### src/design/jgr_pkg.sv
// ============================================================================
// jgr_pkg
// Shared types and constants of the joystick gesture recorder: field widths,
// register reset values, direction code bits, register indexes and the
// command/status bundles between controller and datapath.
// ============================================================================
package jgr_pkg;

  // Field widths
  localparam int unsigned SampleW = 12;
  localparam int unsigned CodeW   = 5;
  localparam int unsigned DebW    = 8;
  localparam int unsigned IdleW   = 16;
  localparam int unsigned CfgIdxW = 3;
  localparam int unsigned CfgW    = 16;
  localparam int unsigned InDataW  = 32;  // x, y, button packed, padded to bytes
  localparam int unsigned OutDataW = 8;   // move code padded to a byte

  // Store depth default
  localparam int unsigned MaxMovesDefault = 32;

  // Register reset values
  localparam logic [SampleW-1:0] UpThrReset    = SampleW'(1000);
  localparam logic [SampleW-1:0] DownThrReset  = SampleW'(3000);
  localparam logic [SampleW-1:0] LeftThrReset  = SampleW'(3000);
  localparam logic [SampleW-1:0] RightThrReset = SampleW'(1000);
  localparam logic [DebW-1:0]    DebLimReset   = DebW'(10);
  localparam logic [IdleW-1:0]   IdleLimReset  = IdleW'(500);

  // Direction code bit positions
  localparam int unsigned BitUp    = 0;
  localparam int unsigned BitDown  = 1;
  localparam int unsigned BitLeft  = 2;
  localparam int unsigned BitRight = 3;
  localparam int unsigned BitBtn   = 4;

  // Configuration register indexes
  typedef enum logic [CfgIdxW-1:0] {
    CFG_UP_THR    = 3'd0,
    CFG_DOWN_THR  = 3'd1,
    CFG_LEFT_THR  = 3'd2,
    CFG_RIGHT_THR = 3'd3,
    CFG_DEB_LIM   = 3'd4,
    CFG_IDLE_LIM  = 3'd5
  } cfg_idx_e;

  // Controller -> datapath commands
  typedef struct packed {
    logic tick;        // an input beat is accepted this cycle
    logic rd_issue;    // read the store at the readout index
    logic rd_advance;  // step the readout index
    logic rd_finish;   // readout done: clear count and index
  } jgr_cmd_t;

  // Datapath -> controller status
  typedef struct packed {
    logic timeout;     // the current beat ends the gesture
    logic has_moves;   // the store holds at least one move
    logic rd_last;     // readout index points at the newest move
  } jgr_status_t;

endpackage

### src/design/jgr_ram.sv
// ============================================================================
// jgr_ram
// Generic single-write, single-read RAM with registered read data.
// ============================================================================
module jgr_ram #(
  parameter int unsigned Width = 8,
  parameter int unsigned Depth = 32,
  localparam int unsigned AddrW = (Depth > 1) ? $clog2(Depth) : 1
) (
  input  logic             clk_i,
  input  logic             we_i,
  input  logic [AddrW-1:0] waddr_i,
  input  logic [Width-1:0] wdata_i,
  input  logic             re_i,
  input  logic [AddrW-1:0] raddr_i,
  output logic [Width-1:0] rdata_o
);

  logic [Width-1:0] mem_q [Depth];
  logic [Width-1:0] rdata_q;

  // Write port
  always_ff @(posedge clk_i) begin
    if (we_i) begin
      mem_q[waddr_i] <= wdata_i;
    end
  end

  // Registered read port
  always_ff @(posedge clk_i) begin
    if (re_i) begin
      rdata_q <= mem_q[raddr_i];
    end
  end

  assign rdata_o = rdata_q;

endmodule

### src/design/jgr_datapath.sv
// ============================================================================
// jgr_datapath
// Configuration registers, direction classifier, debounce and idle counters,
// move store and readout index.
// ============================================================================
module jgr_datapath import jgr_pkg::*; #(
  parameter int unsigned MaxMoves = MaxMovesDefault,
  localparam int unsigned CntW  = $clog2(MaxMoves + 1),
  localparam int unsigned AddrW = (MaxMoves > 1) ? $clog2(MaxMoves) : 1
) (
  input  logic                clk_i,
  input  logic                rst_ni,
  // configuration
  input  logic                cfg_valid_i,
  input  logic [CfgIdxW-1:0]  cfg_index_i,
  input  logic [CfgW-1:0]     cfg_data_i,
  // beat payload
  input  logic [SampleW-1:0]  x_sample_i,
  input  logic [SampleW-1:0]  y_sample_i,
  input  logic                button_i,
  // control
  input  jgr_cmd_t            cmd_i,
  output jgr_status_t         status_o,
  // result payload
  output logic [CodeW-1:0]    move_code_o,
  output logic                last_move_o
);

  logic [SampleW-1:0] up_thr_q, down_thr_q, left_thr_q, right_thr_q;
  logic [DebW-1:0]    deb_lim_q;
  logic [IdleW-1:0]   idle_lim_q;

  logic [CntW-1:0]    count_q, count_d;
  logic [CodeW-1:0]   last_rd_q, last_rd_d;
  logic [CodeW-1:0]   newest_q, newest_d;
  logic [DebW-1:0]    stable_q, stable_d;
  logic [IdleW-1:0]   idle_q, idle_d;
  logic [AddrW-1:0]   rd_idx_q, rd_idx_d;

  logic [CodeW-1:0]   code;
  logic               full, differ, accept, append, neutral, evaluate;
  logic [IdleW-1:0]   idle_next;

  // Configuration registers
  always_ff @(posedge clk_i or negedge rst_ni) begin
    if (!rst_ni) begin
      up_thr_q    <= UpThrReset;
      down_thr_q  <= DownThrReset;
      left_thr_q  <= LeftThrReset;
      right_thr_q <= RightThrReset;
      deb_lim_q   <= DebLimReset;
      idle_lim_q  <= IdleLimReset;
    end else if (cfg_valid_i) begin
      case (cfg_idx_e'(cfg_index_i))
        CFG_UP_THR:    up_thr_q    <= cfg_data_i[SampleW-1:0];
        CFG_DOWN_THR:  down_thr_q  <= cfg_data_i[SampleW-1:0];
        CFG_LEFT_THR:  left_thr_q  <= cfg_data_i[SampleW-1:0];
        CFG_RIGHT_THR: right_thr_q <= cfg_data_i[SampleW-1:0];
        CFG_DEB_LIM:   deb_lim_q   <= cfg_data_i[DebW-1:0];
        CFG_IDLE_LIM:  idle_lim_q  <= cfg_data_i[IdleW-1:0];
        default: ;
      endcase
    end
  end

  // Direction classifier; a full store reads as neutral
  assign full = (count_q == CntW'(MaxMoves));

  always_comb begin
    code = '0;
    if (!full) begin
      if (y_sample_i < up_thr_q) begin
        code[BitUp] = 1'b1;
      end else if (y_sample_i > down_thr_q) begin
        code[BitDown] = 1'b1;
      end
      if (x_sample_i > left_thr_q) begin
        code[BitLeft] = 1'b1;
      end else if (x_sample_i < right_thr_q) begin
        code[BitRight] = 1'b1;
      end
      code[BitBtn] = button_i;
    end
  end

  // Debounce and append decision
  assign differ   = !full && (code != last_rd_q);
  assign evaluate = !differ;  // a changed code ends the beat early
  assign accept   = (stable_q >= deb_lim_q);
  assign append   = !full && !differ && accept && (code != '0) && (code != newest_q);
  assign neutral  = (code == '0);

  always_comb begin
    idle_next = idle_q;
    if (append) begin
      idle_next = '0;
    end else if (evaluate && neutral) begin
      idle_next = idle_q + IdleW'(1);
    end
  end

  assign status_o.timeout   = evaluate && (idle_next > idle_lim_q);
  assign status_o.has_moves = (count_q != '0);
  assign status_o.rd_last   = ((CntW'(rd_idx_q) + CntW'(1)) == count_q);

  // State update
  always_comb begin
    count_d   = count_q;
    last_rd_d = last_rd_q;
    newest_d  = newest_q;
    stable_d  = stable_q;
    idle_d    = idle_q;
    rd_idx_d  = rd_idx_q;
    if (cmd_i.tick) begin
      if (differ) begin
        last_rd_d = code;
        stable_d  = '0;
      end else if (!full) begin
        stable_d = accept ? '0 : stable_q + DebW'(1);
      end
      if (append) begin
        count_d  = count_q + CntW'(1);
        newest_d = code;
      end
      idle_d = idle_next;
      if (status_o.timeout) begin
        idle_d   = '0;
        stable_d = '0;
        newest_d = '0;
      end
    end
    if (cmd_i.rd_advance) begin
      rd_idx_d = rd_idx_q + AddrW'(1);
    end
    if (cmd_i.rd_finish) begin
      rd_idx_d = '0;
      count_d  = '0;
    end
  end

  always_ff @(posedge clk_i or negedge rst_ni) begin
    if (!rst_ni) begin
      count_q   <= '0;
      last_rd_q <= '0;
      newest_q  <= '0;
      stable_q  <= '0;
      idle_q    <= '0;
      rd_idx_q  <= '0;
    end else begin
      count_q   <= count_d;
      last_rd_q <= last_rd_d;
      newest_q  <= newest_d;
      stable_q  <= stable_d;
      idle_q    <= idle_d;
      rd_idx_q  <= rd_idx_d;
    end
  end

  // Move store: appended at the count, read back in order
  jgr_ram #(
    .Width (CodeW),
    .Depth (MaxMoves)
  ) u_store (
    .clk_i   (clk_i),
    .we_i    (cmd_i.tick && append),
    .waddr_i (count_q[AddrW-1:0]),
    .wdata_i (code),
    .re_i    (cmd_i.rd_issue),
    .raddr_i (rd_idx_q),
    .rdata_o (move_code_o)
  );

  assign last_move_o = status_o.rd_last;

endmodule

### src/design/jgr_ctrl.sv
// ============================================================================
// jgr_ctrl
// Controller: takes input beats while idle and walks the move store out,
// one result beat per store read, after a gesture timeout.
// ============================================================================
module jgr_ctrl import jgr_pkg::*; (
  input  logic        clk_i,
  input  logic        rst_ni,
  input  logic        in_valid_i,
  output logic        in_ready_o,
  output logic        out_valid_o,
  input  logic        out_ready_i,
  input  jgr_status_t status_i,
  output jgr_cmd_t    cmd_o
);

  typedef enum logic [2:0] {
    ST_IDLE = 3'b001,
    ST_READ = 3'b010,
    ST_SEND = 3'b100
  } state_e;

  state_e state_q, state_d;

  // Next state and commands
  always_comb begin
    state_d     = state_q;
    cmd_o       = '0;
    in_ready_o  = 1'b0;
    out_valid_o = 1'b0;
    case (state_q)
      ST_IDLE: begin
        in_ready_o = 1'b1;
        cmd_o.tick = in_valid_i;
        if (in_valid_i && status_i.timeout && status_i.has_moves) begin
          state_d = ST_READ;
        end
      end
      ST_READ: begin
        cmd_o.rd_issue = 1'b1;
        state_d        = ST_SEND;
      end
      ST_SEND: begin
        out_valid_o = 1'b1;
        if (out_ready_i) begin
          if (status_i.rd_last) begin
            cmd_o.rd_finish = 1'b1;
            state_d         = ST_IDLE;
          end else begin
            cmd_o.rd_advance = 1'b1;
            state_d          = ST_READ;
          end
        end
      end
      default: begin
        state_d = ST_IDLE;
      end
    endcase
  end

  always_ff @(posedge clk_i or negedge rst_ni) begin
    if (!rst_ni) begin
      state_q <= ST_IDLE;
    end else begin
      state_q <= state_d;
    end
  end

endmodule

### src/design/joystick_gesture_recorder.sv
// ============================================================================
// joystick_gesture_recorder
// Classifies stick samples into direction codes, debounces them, records
// distinct moves and emits the recorded gesture after an idle timeout.
//
//   channel   dir   handshake                      payload
//   s_axis    in    s_axis_tvalid/s_axis_tready    tdata: x, y, button
//   m_axis    out   m_axis_tvalid/m_axis_tready    tdata: move code, tlast
//   cfg       in    cfg_valid_i/cfg_ready_o        cfg_index_i, cfg_data_i
//
// An input beat is taken while the controller is idle; beats may follow back to back.
// A timeout with stored moves stalls the input until the gesture is read out, plus
// output backpressure: each move takes a store read state, then a send state.
// Reset restores register defaults and empties the gesture; no clear pass.
// Configuration writes are accepted in every cycle.
// ============================================================================
module joystick_gesture_recorder import jgr_pkg::*; #(
  parameter int unsigned MaxMoves = MaxMovesDefault
) (
  input  logic                clk_i,
  input  logic                rst_ni,
  // samples in; tdata: [11:0] x_sample, [23:12] y_sample, [24] button_pressed
  input  logic                s_axis_tvalid,
  output logic                s_axis_tready,
  input  logic [InDataW-1:0]  s_axis_tdata,
  // moves out; tdata: [4:0] move_code; tlast: last_move
  output logic                m_axis_tvalid,
  input  logic                m_axis_tready,
  output logic [OutDataW-1:0] m_axis_tdata,
  output logic                m_axis_tlast,
  // register writes
  input  logic                cfg_valid_i,
  output logic                cfg_ready_o,
  input  logic [CfgIdxW-1:0]  cfg_index_i,
  input  logic [CfgW-1:0]     cfg_data_i
);

  jgr_cmd_t         cmd;
  jgr_status_t      status;
  logic [CodeW-1:0] move_code;

  assign cfg_ready_o = 1'b1;

  jgr_ctrl u_ctrl (
    .clk_i       (clk_i),
    .rst_ni      (rst_ni),
    .in_valid_i  (s_axis_tvalid),
    .in_ready_o  (s_axis_tready),
    .out_valid_o (m_axis_tvalid),
    .out_ready_i (m_axis_tready),
    .status_i    (status),
    .cmd_o       (cmd)
  );

  jgr_datapath #(
    .MaxMoves (MaxMoves)
  ) u_datapath (
    .clk_i       (clk_i),
    .rst_ni      (rst_ni),
    .cfg_valid_i (cfg_valid_i),
    .cfg_index_i (cfg_index_i),
    .cfg_data_i  (cfg_data_i),
    .x_sample_i  (s_axis_tdata[SampleW-1:0]),
    .y_sample_i  (s_axis_tdata[2*SampleW-1:SampleW]),
    .button_i    (s_axis_tdata[2*SampleW]),
    .cmd_i       (cmd),
    .status_o    (status),
    .move_code_o (move_code),
    .last_move_o (m_axis_tlast)
  );

  assign m_axis_tdata = OutDataW'(move_code);

endmodule

### config.mk
export PLATFORM = sky130hd
export DESIGN_NAME = joystick_gesture_recorder
export DESIGN_NICKNAME = d
export VERILOG_FILES = /design/src/design/jgr_pkg.sv /design/src/design/jgr_ram.sv /design/src/design/jgr_datapath.sv /design/src/design/jgr_ctrl.sv /design/src/design/joystick_gesture_recorder.sv
export SDC_FILE = /design/constraint.sdc
export NUM_CORES = 1
export LEC_CHECK = 0
export ABC_CLOCK_PERIOD_IN_PS = 8910
export BUFFER_PORTS_ARGS = -buffer_cell sky130_fd_sc_hd__buf_2
export CAP_MARGIN = 10
export CORE_UTILIZATION = 30
export DETAILED_ROUTE_END_ITERATION = 10
export HOLD_SLACK_MARGIN = 0.12
export SLEW_MARGIN = 40
export SYNTH_ARGS = -nofsm -noshare
export SYNTH_HDL_FRONTEND = slang
export SYNTH_SLANG_ARGS = --single-unit
### constraint.sdc
create_clock -name clk_i -period 8.91 [get_ports clk_i]
set_clock_uncertainty 0.05 [all_clocks]
set_input_delay 0.4455 -clock clk_i [delete_from_list [all_inputs] [get_ports clk_i]]
set_output_delay 0.4455 -clock clk_i [all_outputs]
set_load 0.005 [all_outputs]
**After elaboration in Yosys (flattened, before gate mapping)**

Memory sizes are Yosys's and may differ from the RTL's. A register that Yosys moved wholly into a read port is not among the register bits.
Index checks and enable logic that the tools add are counted.

- Flip-flop bits (word level): 120
- Bits in latches: 0
- Memory bits (writable): 160
- ROM bits: 0
- Output and inout bits: 12
- Logic and storage cells: 106
- Memories: 1

- Add/sub/neg operators: 5
- Multiply operators: 0
- Div/mod/pow operators: 0
- Magnitude comparators: 6
- Eq/ne operators: 15
- Shifts and indexed selects: 0
- Multiplexer cells: 35
- Bitwise operators: 0
- Reduce and logical (&&, ||, !) cells: 31

Memory list:

| name | depth | width | rd ports | clocked after Yosys merged registers in | wr ports | line | RTL |
|---|---|---|---|---|---|---|---|
| u_datapath.u_store.mem_q | 32 | 5 | 1 | 1 | 1 | jgr_ram.sv:19 | `logic [Width-1:0] mem_q [Depth];` |

Operators with widths:

| kind | number |
|---|---|
| $mux 16 | 3 |
| $mux 8 | 4 |
| $mux 5 | 5 |
| $gt 12x12->1 | 2 |
| $lt 12x12->1 | 2 |
| $reduce_and 2->1 | 11 |
| $mux 6 | 3 |
| $add 16x1->16 const B | 1 |
| $gt 16x16->1 | 1 |
| $mux 1 | 14 |
| $logic_and 1x1->1 | 10 |
| $ne 5x5->1 | 2 |
| $eq 3x2->1 const B | 3 |
| $eq 3x3->1 const B | 3 |
| $pmux 3 s3 | 1 |
| $add 8x1->8 const B | 1 |
| $ge 8x8->1 | 1 |
| $reduce_bool 2->1 | 4 |
| $add 5x1->6 const B | 1 |
| $add 6x1->6 const B | 1 |
| $eq 3x1->1 const B | 2 |
| $eq 6x6->1 | 1 |
| $eq 6x6->1 const B | 1 |
| $mux 2 | 3 |
| other kinds (10) | 12 |

**Depth between registers and ports, before layout**

- Word-level depth: 18
- Gate-level depth with buffers: 26

**Cells and area by module**

From an unflattened synthesis, not the netlist that was laid out.

- Cell total of the unflattened synthesis: 1098
- Area, all modules: 14067.2 um2

By module, submodules not included:

| module | instances | cells each | area an instance (um2) | seq. area each (um2) |
|---|---|---|---|---|
| jgr_datapath | 1 | 793 | 7422.1 | 2970.3 |
| jgr_ram | 1 | 277 | 6394.9 | 4954.8 |
| jgr_ctrl | 1 | 22 | 212.7 | 76.3 |
| joystick_gesture_recorder | 1 | 6 | 37.5 | 0.0 |

**Worst setup path after synthesis**

No wires, ideal clock.

- Path kind: reg-to-reg
- From: register u_datapath.right_thr_q[7]
- To: register u_datapath.idle_q[8]
- Library setup time: 0.124 ns
- Arrival: 5.542 ns
- Data required time: 8.736 ns
- Setup slack: 3.194 ns
- Cell stages (with the launch flop): 23
- Path buffers: 1
- Period minus slack after synthesis: 5.716 ns
- Cells stage by stage: dfstp_2 -> inv_1 -> ha_1 -> a21oi_1 -> o21ai_0 -> a2111oi_2 -> nand2_1 -> nor2_1 -> xnor2_1 -> a41o_2 -> nor2_1 -> clkbuf_1 -> nor2_1 -> ha_1 -> nand3_1 -> nor2_1 -> nand2_1 -> or2_2 -> o221ai_1 -> nand4_1 -> o21a_1 -> and3_1 -> a211o_1

- Cells in the longest elaborated chain, start to end: 15
- Elaborated cells on any way between the ends: 20

Ends and longest elaborated chain:

| item | line | RTL |
|---|---|---|
| start, declared | jgr_datapath.sv:29 | `logic [SampleW-1:0] up_thr_q, down_thr_q, left_thr_q, right_thr_q;` |
| start signal, assigned | jgr_datapath.sv:50 | `right_thr_q <= RightThrReset;` |
| start signal, assigned | jgr_datapath.sv:58 | `CFG_RIGHT_THR: right_thr_q <= cfg_data_i[SampleW-1:0];` |
| $lt 12x12->1 (*) | jgr_datapath.sv:79 | `end else if (x_sample_i < right_thr_q) begin` |
| $mux 1 (*) | jgr_datapath.sv:79 |  |
| $mux 1 (*) | jgr_datapath.sv:77 | `if (x_sample_i > left_thr_q) begin` |
| $mux 5 (*) | jgr_datapath.sv:71 | `if (!full) begin` |
| via u_datapath.code[3] | jgr_datapath.sv:40 | `logic [CodeW-1:0] code;` |
| $ne 5x5->1 | jgr_datapath.sv:87 | `assign differ = !full && (code != last_rd_q);` |
| $logic_and 1x1->1 | jgr_datapath.sv:87 |  |
| $logic_not 1->1 | jgr_datapath.sv:88, jgr_datapath.sv:90 |  |
| $logic_and 1x1->1 (4 in a row) | jgr_datapath.sv:90 | `assign append = !full && !differ && accept && (code != '0) && (code != newest_q);` |
| $mux 16 | jgr_datapath.sv:95 | `if (append) begin` |
| $gt 16x16->1 | jgr_datapath.sv:102 | `assign status_o.timeout = evaluate && (idle_next > idle_lim_q);` |
| $logic_and 1x1->1 | jgr_datapath.sv:102 |  |
| $mux 16 (*) | jgr_datapath.sv:126 | `if (status_o.timeout) begin` |
| end signal, assigned | jgr_datapath.sv:154 | `idle_q <= idle_d;` |
| end, declared | jgr_datapath.sv:37 | `logic [IdleW-1:0] idle_q, idle_d;` |

The timed path passes the listed nets; every way through them passes the cells marked *.
A chain may end at the register's enable or synchronous reset.

**Final worst setup path**

- From: register u_datapath.up_thr_q[9]
- To: register u_datapath.newest_q[2]

- Cells in the longest elaborated chain, start to end: 15
- Elaborated cells on any way between the ends: 22

Ends and longest elaborated chain:

| item | line | RTL |
|---|---|---|
| start, declared | jgr_datapath.sv:29 |  |
| start signal, assigned | jgr_datapath.sv:47 | `up_thr_q <= UpThrReset;` |
| start signal, assigned | jgr_datapath.sv:55 | `CFG_UP_THR: up_thr_q <= cfg_data_i[SampleW-1:0];` |
| $lt 12x12->1 (*) | jgr_datapath.sv:72 | `if (y_sample_i < up_thr_q) begin` |
| $mux 1 | jgr_datapath.sv:72 |  |
| $mux 5 (*) | jgr_datapath.sv:71 |  |
| $ne 5x5->1 | jgr_datapath.sv:87 |  |
| $logic_and 1x1->1 | jgr_datapath.sv:87 |  |
| $logic_not 1->1 | jgr_datapath.sv:88, jgr_datapath.sv:90 |  |
| $logic_and 1x1->1 (4 in a row) | jgr_datapath.sv:90 |  |
| $mux 16 | jgr_datapath.sv:95 |  |
| $gt 16x16->1 | jgr_datapath.sv:102 |  |
| $logic_and 1x1->1 | jgr_datapath.sv:102 |  |
| $reduce_bool 2->1 (no source line) | n/a |  |
| $reduce_and 2->1 (no source line) | n/a |  |
| end signal, assigned | jgr_datapath.sv:152 | `newest_q <= newest_d;` |
| end, declared | jgr_datapath.sv:35 | `logic [CodeW-1:0] newest_q, newest_d;` |

Mark *: on every way between the ends. The rest lies on a longest branch, timed or not.

==> flow_summary.yaml <==
floorplanning:
  die_y_um: 218
  die_area_mm2: 0.0475
  dieWidth_um: 218
  ioPinCount: 68
  row_count: 78
  core-area_mm2: 0.0457
  start_util_pct: 30.6
logic_synthesis:
  syn_avg_cell_area_um2: 12.9
  synthTopCellsByArea: "edfxtp_1, dfrtp_1, mux4_2"
  synth-edff-count: 165
  ys_seq_area_share_pct: 57.2
  syn_inst: 1086
  synth_ff_type: "edfxtp_1"
  ys_types: 77
  synth.ff_latch_count: 285
  async_flop_share_pct: 42.1
  synth_largest_area_cell: "edfxtp_1"
  yosys_warnings: 0
  netlist_area_mm2: 0.0140
  netlist.area_leader.share_pct: 35.4
clock_network:
  cts.sinks: 285
  path_clk_slew_ns: 0.06
  cts_setup_buffers: 0
  htree_levels: 1
  clk_path_buf_depth: 3
  numCtsBuffers: 29
  cts-root-buf: "clkbuf_16"
  cts_tree: "yes"
  worstSkewPairLatency_ns: 0.57
global_routing:
  overflow: 0
  antenna_found_initial: 5
  track_usage_pct: 13.5
  grt_max_degree: 66
  grt_pass1_vias: 8838
  grt_pass1_wl_um: 50100
timing:
  worst_slew_pin_slew_ns: 0.778
  fin_setup_tns_ns: 0
  grt_setup_unrepaired: "no"
  period_needed_ns: 6.80
  setup_ws_ns: 2.11
  relSlewSlack_pct: 47.7
  fmax_ghz: 0.147
  maxSlewViolCount: 0
  finalHoldViolCount: 0
  period_share_pct: 76.4
  finalSetupViolations: 0
setup_path:
  slowest_delay_ns: 0.68
  r2r_start: "u_datapath.up_thr_q[9]$_DFFE_PN1P_"
  slowest_stage: "and3_1"
  arrival_ns: 7.21
  cp-end-kind: "register"
  cpLargestDelayFamily: "simple AND/OR/NAND/NOR gates"
  r2r_end: "u_datapath.newest_q[2]$_DFFE_PN0P_"
  r2r_cells: 22
  crit_required_ns: 9.32
  start_kind: "register"
  cp_num_buf_inv: 1
  setup.worst_path.class: "register to register"
  ff2ff_setup_slack_ns: 2.11
  cp_cell_sequence: "inv_1 > ha_1 > nand4_1 > or3_1 > o32a_1 > nand2_4 > mux2_2 > o31ai_1 > and3_1 > and4_1 > xnor2_1 > nor2_1 > ha_1 > nand3_1 > nor2_1 > nand2_1 > or2_2 > o221ai_1 > nand4_1 > o21ai_4 > nand2_1 > a32o_1"
  critPathMaxFanout: 23
finish:
  syn2layout_area_growth_pct: 14.9
  final_nets: 1292
  stdcell_count: 1783
  final_common_cell: "edfxtp_1"
  drive_gt1_share_pct: 23.2
  fillers: 4486
  final_cell_mix: "edfxtp_1, nand2_1, inv_1"
run_status:
  outcome: "finished, final reports clean"
power_and_ir_drop:
  swShare_pct: 28.1
  power_density_mw_per_mm2: 215
  seqPwrFrac_pct: 44.9
  ir_drop_mv: 0.152
  power_frac_clock_pct: 34.9
  comb_power_share_pct: 20.2
  power_switching_mw: 0.975
  p_int_mw: 2.49
  p_leak_nw: 5.88
routing:
  routedWlPerCell_um: 17.7
  ant_nets: 0
  vias_per_cell: 4.90
  drt_first_iter_violations: 552
  vias: 8730
  dr.pass1.iters: 5
  drc: 0
  wirelength_um: 31600
place:
  post-place-cells: 1716
  gp_congestion: 0.784
  portBuffers: 56
  dp_hpwl_um: 21200
  dpl_worst_slack_ns: 2.08
hold_path:
  worstHoldStart: "cfg_data_i[2]"
  min_to: "u_datapath.down_thr_q[2]$_DFFE_PN0P_"
  hp-class: "input port to register"
  hold_depth: 3
flow_run:
  maxCapViolCount: 0
[power groups by stage]
stage	registers (mW)	clock network, mW	logic (mW)
floorplan	1.56	0	0.516
global placement	1.58	0	0.687
CTS	1.55	1.24	0.713
global route	1.56	1.29	0.796
detailed placement	1.58	0	0.704
finish	1.55	1.21	0.700
[worst min-delay path, cell delays in order]
cell     delay (ns)
buf_2          0.15
nand2_1        0.06
o21ai_0        0.06
[final cells by class]
class,count,area [um^2],share of cell area (%)
diodes,1,2.50,0.0156
clock buffers,41,841,5.23
clock inverters,13,108,0.669
inverters,84,315,1.96
multi-input cells,676,5540,34.5
flip-flops and latches,285,8000,49.8
well taps,600,751,4.67
repair buffers,83,520,3.24
[per-layer routing]
layer	GRT usage [%]	wire (um)	vias up
met5	0	38	-
li1	-	-	4156
met2	22.5	15000	180
met1	18.4	14500	4341
met4	2.61	567	6
met3	2.41	1430	47
[registers in the layout, indices dropped and copies added, names as in the netlist]
| signal | count |
|---|---|
| u_datapath.newest_q | 5 |
| u_ctrl.state_q | 3 |
| u_datapath.idle_q | 16 |
| u_datapath.idle_lim_q | 16 |
| u_datapath.count_q | 6 |
| u_datapath.up_thr_q | 12 |
| u_datapath.rd_idx_q | 5 |
| u_datapath.down_thr_q | 12 |
| u_datapath.deb_lim_q | 8 |
| u_datapath.stable_q | 8 |
| u_datapath.last_rd_q | 5 |
| u_datapath.right_thr_q | 12 |
| u_datapath.left_thr_q | 12 |
| u_datapath.u_store.rdata_o | 5 |
| u_datapath.u_store.mem_q | 160 |
[worst max path at each step]
stage | cells after the start | from | endpoint
floorplan | 22 | u_datapath.right_thr_q[7]$_DFFE_PN1P_ | u_datapath.idle_q[8]$_DFFE_PN0P_
global placement | 22 | s_axis_tdata[23] | u_datapath.newest_q[2]$_DFFE_PN0P_
detailed placement | 22 | s_axis_tdata[21] | u_datapath.newest_q[2]$_DFFE_PN0P_
CTS | 22 | u_datapath.up_thr_q[9]$_DFFE_PN1P_ | u_datapath.newest_q[2]$_DFFE_PN0P_
global route | 22 | u_datapath.up_thr_q[9]$_DFFE_PN1P_ | u_datapath.newest_q[2]$_DFFE_PN0P_
finish | 22 | u_datapath.up_thr_q[9]$_DFFE_PN1P_ | u_datapath.newest_q[2]$_DFFE_PN0P_
[cells by family after synthesis]
group           synth area share, %
compound gates                 8.65
xor+xnor                       1.75
fa+ha+maj                      6.88
buf+inv                        3.65
flops                          57.2
mux                            11.5
other cells                  0.0537
simple gates                   10.3
[through the flow]
step                      utilization, %  hold WS, ns  total power [mW]  instance area (um^2)
final                               35.2        0.151              3.47                 16100
after global routing                35.2        0.157              3.65                 16100
after CTS                           35.2        0.121              3.51                 16100
after detailed placement            32.9        0.393              2.28                 15000
after global placement              32.8        0.394              2.26                 15000
after floorplan                        -       0.0999              2.08                 14000
[synth_stat cells (3+ instances only)]
| cell | number |
|---|---|
| edfxtp_1 | 165 |
| nand2_1 | 92 |
| dfrtp_1 | 85 |
| inv_1 | 84 |
| ha_1 | 77 |
| o21ai_0 | 74 |
| nor2_1 | 60 |
| mux4_2 | 50 |
| mux2_2 | 41 |
| dfstp_2 | 35 |
| clkbuf_1 | 28 |
| a21o_1 | 27 |
| nand3_1 | 26 |
| a21oi_1 | 25 |
| nor3_1 | 21 |
| xnor2_1 | 16 |
| and3_1 | 15 |
| nand4_1 | 13 |
| xor2_1 | 12 |
| nand2b_1 | 9 |
| a22o_1 | 8 |
| nor4_1 | 8 |
| a211oi_1 | 6 |
| buf_4 | 6 |
| a31oi_1 | 5 |
| and2_1 | 5 |
| buf_1 | 5 |
| nor3b_1 | 5 |
| o21bai_1 | 4 |
| o31ai_1 | 4 |
| or3_1 | 4 |
| a211o_1 | 3 |
| and4_1 | 3 |
| buf_2 | 3 |
| nand3b_1 | 3 |
| nor2b_1 | 3 |
| o21a_1 | 3 |
| o221ai_1 | 3 |
| o2bb2ai_1 | 3 |
[timing repair]
| item | 4_1_cts | 5_1_grt |
|---|---|---|
| setup endpoints to repair | 0 | 0 |
| hold endpoints to repair | 60 | 0 |
| hold buffers | 11 | 0 |
| resized for setup | 0 | 0 |
(Power assumes the default switching activity.)
